===== src/rtl/huffman_bit_packing_encoder_assert.svh =====
// Assertion macros shared by the Huffman bit packer RTL.
`ifndef HUFFMAN_BIT_PACKING_ENCODER_ASSERT_SVH
`define HUFFMAN_BIT_PACKING_ENCODER_ASSERT_SVH

// Clocked check, switched off while reset is asserted.
`ifndef SYNTH
`define HBPE_ASSERT(lbl, prop, msg) \
    lbl: assert property (@(posedge clk) disable iff (!rst_n) prop) else $error(msg);
`else
`define HBPE_ASSERT(lbl, prop, msg)
`endif

// Clocked check that also holds through reset.
`ifndef SYNTH
`define HBPE_ASSERT_ALWAYS(lbl, prop, msg) \
    lbl: assert property (@(posedge clk) prop) else $error(msg);
`else
`define HBPE_ASSERT_ALWAYS(lbl, prop, msg)
`endif

`endif


===== src/rtl/hbpe_pkg.sv =====
// Shared types and constants of the Huffman bit packer.
`default_nettype none

package hbpe_pkg;

    localparam int MAX_CODE_LEN_DEF = 32;
    localparam int NUM_SYMBOLS_DEF  = 256;

    localparam int SYM_W     = 8;
    localparam int IN_LEN_W  = 6;
    localparam int CODE_W    = 32;
    localparam int BYTE_W    = 8;
    localparam int FILL_W    = 3;
    localparam int MAX_BYTES = 4;
    localparam int CNT_W     = 3;
    localparam int ACC_W     = CODE_W + BYTE_W;
    localparam int IN_DATA_W = 48;
    localparam int OUT_DATA_W = 8;

    // Input item kinds, carried on tuser
    typedef enum logic [1:0] {
        MODE_LOAD   = 2'd0,
        MODE_ENCODE = 2'd1,
        MODE_FLUSH  = 2'd2
    } mode_t;

    // Bytes produced by one item, first byte in the top bits
    typedef struct packed {
        logic [CNT_W-1:0]            count;
        logic                        status;
        logic [MAX_BYTES*BYTE_W-1:0] bytes;
    } pk_result_t;

endpackage

`default_nettype wire


===== src/rtl/hbpe_outq.sv =====
// Output queue: holds up to four bytes of one item and sends them one per word.
`default_nettype none
`include "huffman_bit_packing_encoder_assert.svh"

module hbpe_outq (
    input  wire logic                 clk,
    input  wire logic                 rst_n,
    input  wire logic                 load,
    input  wire hbpe_pkg::pk_result_t res,
    output logic                      free,
    output logic                      tvalid,
    input  wire logic                 tready,
    output logic [hbpe_pkg::BYTE_W-1:0] tdata,
    output logic                      tuser,
    output logic                      tlast
);
    import hbpe_pkg::*;

    logic [CNT_W-1:0]            cnt_reg;
    logic [CNT_W-1:0]            cnt_next;
    logic [MAX_BYTES*BYTE_W-1:0] bytes_reg;
    logic [MAX_BYTES*BYTE_W-1:0] bytes_next;
    logic                        status_reg;
    logic                        status_next;
    logic                        pop;

    assign pop  = tvalid && tready;
    assign free = (cnt_reg == 3'd0) || (cnt_reg == 3'd1 && tready);

    // Load a new item or shift out the sent byte
    always_comb
    begin
        cnt_next    = cnt_reg;
        bytes_next  = bytes_reg;
        status_next = status_reg;
        if (load)
        begin
            cnt_next    = res.count;
            bytes_next  = res.bytes;
            status_next = res.status;
        end
        else if (pop)
        begin
            cnt_next   = cnt_reg - 3'd1;
            bytes_next = bytes_reg << BYTE_W;
        end
    end

    always_ff @(posedge clk or negedge rst_n)
    begin
        if (!rst_n)
        begin
            cnt_reg <= '0;
        end
        else
        begin
            cnt_reg <= cnt_next;
        end
    end

    always_ff @(posedge clk)
    begin
        bytes_reg  <= bytes_next;
        status_reg <= status_next;
    end

    assign tvalid = (cnt_reg != 3'd0);
    assign tdata  = bytes_reg[MAX_BYTES*BYTE_W-1 -: BYTE_W];
    assign tuser  = status_reg;
    assign tlast  = (cnt_reg == 3'd1);

    `HBPE_ASSERT(a_no_overrun, load |-> free, "queue loaded over unsent bytes")
    `HBPE_ASSERT(a_cnt_max, (cnt_reg <= 3'd4), "queue count out of range")

endmodule

`default_nettype wire


===== config.mk =====
export PLATFORM = sky130hd
export DESIGN_NAME = hbpe_outq
export DESIGN_NICKNAME = d
export VERILOG_FILES = /design/src/rtl/hbpe_pkg.sv /design/src/rtl/hbpe_outq.sv
export VERILOG_INCLUDE_DIRS = /design/src /design/src/rtl
export SDC_FILE = /design/constraint.sdc
export NUM_CORES = 1
export LEC_CHECK = 0
export ABC_AREA = 1
export ABC_CLOCK_PERIOD_IN_PS = 2800
export BUFFER_PORTS_ARGS = -buffer_cell sky130_fd_sc_hd__buf_2
export CORE_ASPECT_RATIO = 1.1
export CORE_UTILIZATION = 48
export CTS_CLUSTER_DIAMETER = 80
export CTS_CLUSTER_SIZE = 12
export DETAILED_ROUTE_END_ITERATION = 16
export GPL_TIMING_DRIVEN = 0
export PLACE_DENSITY = 0.85
export SYNTH_ARGS = -nofsm -noshare
export SYNTH_HDL_FRONTEND = slang
export SYNTH_SLANG_ARGS = --single-unit

===== constraint.sdc =====
create_clock -name clk -period 2.8 [get_ports clk]
set_input_delay 0.56 -clock clk [delete_from_list [all_inputs] [get_ports clk]]
set_output_delay 0.56 -clock clk [all_outputs]
set_load 0.005 [all_outputs]

* Word level (Yosys, flattened, before mapping)
Index checks and enable logic that the tools add are counted.
Operators by class: add/subtract/negate cells 1, equal/unequal tests 1, multiplexer cells 4, reduce and logical (&&, ||, !) cells 6
Operators by type and width (number):
- 32-bit two-way mux | 2
- 3-bit two-way mux | 2
- 3-bit by 1-bit equality test with 1-bit output (second input constant) | 1
- 3-bit zero test | 1
- 3-bit nonzero test | 1
- 3-bit by 1-bit subtractor with 3-bit output (second input constant) | 1
- 1-bit logical AND | 2
- 2-bit nonzero test | 1
- 1-bit logical OR | 1
Storage, ports and cells: bits in registers 36, input port bits 40, output and inout bits 12, word-level logic and storage cells 15

* Logic depth before layout (Yosys ltp)
depth in word-level cells 4, mapped depth 9, depth with buffers taken out 9

* Least setup slack after synthesis
No wires, ideal clock.
path type reg2out, start reg cnt_reg[1], end out free, arrival 0.862 ns, required time 2.240 ns, slack 1.378 ns, cell stages (with the launch flop) 7, path buffers 0, cell sequence dfrtp_1 > inv_1 > ha_1 > inv_1 > nor2_1 > nand2_1 > nand2_1
Between the ends: longest elaborated chain between the ends 3, elaborated cells on any way between the ends 4, those cells by class eq/ne: 1; reduce/logical: 3
Ends and longest elaborated chain:
- start, declared | line hbpe_outq.sv:19 | logic [CNT_W-1:0] cnt_reg;
- start signal, assigned | line hbpe_outq.sv:57 | cnt_reg <= cnt_next;
- 3-bit by 1-bit equality test with 1-bit output
- named net tlast | line hbpe_outq.sv:15 | output logic tlast
- 1-bit logical AND | line hbpe_outq.sv:28 | assign free = (cnt_reg == 3'd0) || (cnt_reg == 3'd1 && tready);
- 1-bit logical OR | line hbpe_outq.sv:28
- end, declared | line hbpe_outq.sv:10 | output logic free,
The timed path passes the listed nets, and every way through them passes these cells.

* Worst setup path in the final report
start reg cnt_reg[1], end out free
Between the ends: longest elaborated chain between the ends 3, elaborated cells on any way between the ends 4, those cells by class eq/ne: 1; reduce/logical: 3
Ends and longest elaborated chain (line):
- 3-bit by 1-bit equality test with 1-bit output | hbpe_outq.sv:28
- 1-bit logical AND | hbpe_outq.sv:28
- 1-bit logical OR * | hbpe_outq.sv:28
Mark *: on every way between the ends. The rest lies on a longest branch, timed or not.

==> results.txt <==
Worst-path fanout max -> 4
Rows -> 22
Initial Utilization -> 0.503
Post-synthesis compound-gate area fraction -> 0.0118
Worst Skew -> 0.00437 ns
Hold slack -> 0.399 ns
Vias in the first global route -> 1090
Drt first pass iters -> 4
Clock share of power -> 0.281
Worst rel slew slack -> 0.702
Clock slew at reported path FFs -> 0.10 ns
XOR/XNOR Fraction of Synth Area -> 0
Yosys warning total -> 0
Switching Share -> 0.236
Syn-to-layout area delta -> 23.8%
Crit path launch -> cnt_reg[1]$_DFFE_PN0P_
Core ar. -> 3360 um^2
Diode count -> 0
Sequential share of power -> 0.552
First-pass GRT wire length -> 4280 um
R2r worst-path depth -> 5
Post-CTS setup buffer count -> 0
WP data required -> 2.24 ns
PortBufs -> 51
DRC Markers -> 0
Syn Area/Cell -> 9.89 um^2
Fin crit period -> 1.92 ns
Fin crit share -> 0.684
GRT Residual Overflow -> 0
Num CTS Buffers -> 5
Fmax -> 522 MHz
Synth area leaders -> edfxtp_1 (59%), nand2_1 (21%), buf_4 (4.4%)
P_sw -> 0.296 mW
Largest family of logic cells by synthesized area -> simple AND/OR/NAND/NOR gates
Logic pwr share -> 0.167
I/O pins -> 52
Clock Tree Root -> clkbuf_4
Die area -> 3760 um^2
Reg2reg start -> cnt_reg[0]$_DFFE_PN0P_
DRT iter0 DRCs -> 32
# clock sinks -> 36
MaxCap Viol Count -> 0
Die Height -> 64.2 um
Worst setup endpoint -> free
Final wirelength -> 2630 um
Cells after Synth -> 171
Routed Antenna Nets -> 0
Slack of the worst reg-to-reg path -> 1.25 ns
GPL Wtd Cong -> 0.745
Synth Cell Area -> 1690 um^2
Maximum buffer depth of the clock tree -> 2
CP Capture Type -> primary output
Area taken by multi-input logic gates -> 448 um^2
Storage cell area -> 1070 um^2
CTS tree -> built
Initial antenna violation count -> 0
Setup violators final -> 0
Crit path DAT -> 1.36 ns
Wire per inst -> 9.44 um
Worst hold path type -> primary input to flop
Fill count -> 288
Status -> completed
Aggregate global-route resource usage -> 0.160
FF+latch count, synth -> 36
Die Wd -> 58.6 um
Detailed Place HPWL -> 1860 um
Largest net degree at the start of global routing -> 38
Largest area contributor in the netlist -> edfxtp_1
P_leak -> 1.11 nW
RSZ-0062 raised after global routing -> false
Register area share after synthesis -> 0.631
Largest register FFs -> 32
Net Count, Synth -> 214
CP Class -> flop to primary output
Vias -> 1217
Pwr/cell area -> 599 nW/um^2
DR vias/cell -> 4.36
Layout net count -> 273
Peak supply drop -> 0.311 mV
Fin. Hold Viols -> 0
Worst-Skew Late Latency -> 0.33 ns
Setup_tns -> 0 ns
Fin. max-slew vios -> 0
Launching element type of the critical path -> flop
Layout cells sized above 1 -> 0.333
Distinct cell type count after synthesis -> 13
Area share of the largest cell type after synthesis -> 0.586
Multiplexer share of the synthesized area -> 0
Simple logic cell fraction of the synthesized area -> 0.231
Worst R2R End -> bytes_reg[10]$_DFFE_PP_
Post-Synth Adder-Cell Area -> 0.0222
CTS H-tree depth -> 2
Pint -> 0.957 mW
Worst Tran Pin Value -> 0.446 ns
cell usage after synthesis:
cell       n
buf_4     10
buf_6      4
dfrtp_1    3
edfxtp_1  33
ha_1       3
inv_1     13
inv_2      2
nand2_1   93
nand2_2    1
nand2_4    2
nand3_1    1
nor2_1     2
o21ai_1    4
critical path, stage by stage, from the launching register on:
cell     delay (ns)
dfrtp_1        0.38
inv_1          0.12
ha_1           0.17
inv_1          0.04
nor2_1         0.11
nand2_1        0.07
nand2_1        0.05
buf_2          0.10
area by class of cell:
| class | count | area share |
|---|---|---|
| well taps | 48 | 0.0287 |
| multi-input cells | 106 | 0.214 |
| clock inverters | 2 | 0.0167 |
| flip-flops and latches | 36 | 0.510 |
| repair buffers | 52 | 0.127 |
| clock buffers | 6 | 0.0197 |
| plain buffers | 14 | 0.0574 |
| inverters | 15 | 0.0269 |
what timing repair did:
action | CTS | global route
hold buffers | 1 | 0
gates resized for setup | 0 | 0
endpoints found under the hold margin | 3 | 0
endpoints found under the setup margin | 0 | 0
per-layer routing:
metal  global-route usage  vias to the layer above  share of wire  routed length [um]
met3               0.0425                        7          0.062                 162
met5                    0                        -              0                   0
met2                0.280                       37           0.50                1320
li1                     -                      646              -                   -
met4                0.101                        0          0.021                  56
met1                0.165                      527           0.42                1100
how the worst min path moves through the flow:
stage / depth (start not counted) / slack [ns] / from / end
floorplan: 0 / 0.26 / rst_n / cnt_reg[0]$_DFFE_PN0P_
global placement: 1 / 0.36 / rst_n / cnt_reg[0]$_DFFE_PN0P_
detailed placement: 1 / 0.36 / rst_n / cnt_reg[1]$_DFFE_PN0P_
CTS: 1 / 0.38 / res[32] / tuser$_DFFE_PP_
global route: 1 / 0.39 / res[32] / tuser$_DFFE_PP_
finish: 1 / 0.40 / res[32] / tuser$_DFFE_PP_
cell families after synthesis:
group,after synthesis
buf+inv,29
compound gates,4
fa+ha+maj,3
flops,36
simple gates,99
cell usage in the layout, fill, tap and decap left out, drive strengths merged, types with 2 or more instances in the layout:
master and n:
inv 15, clkbuf 6, nand2 96, o21ai 4, nor2 2, dfrtp 3
buf 65, edfxtp 33, ha 3
stage by stage:
step	total power, mW	setup WS [ns]	cell area, um^2	std cells	util
after global placement	0.903	1.28	2010	270	0.597
after detailed placement	0.914	1.25	2010	270	0.597
final	1.25	0.884	2090	279	0.623
after global routing	1.32	0.743	2090	279	0.623
after floorplan	0.836	1.38	1690	171	-
after CTS	1.26	0.863	2090	279	0.623
power by group through the flow:
stage | combinational, mW | clock [mW] | sequential (mW)
finish | 0.209 | 0.352 | 0.692
global route | 0.239 | 0.388 | 0.698
CTS | 0.211 | 0.359 | 0.693
detailed placement | 0.209 | 0 | 0.705
global placement | 0.203 | 0 | 0.700
floorplan | 0.137 | 0 | 0.699
(Power assumes the default switching activity.)
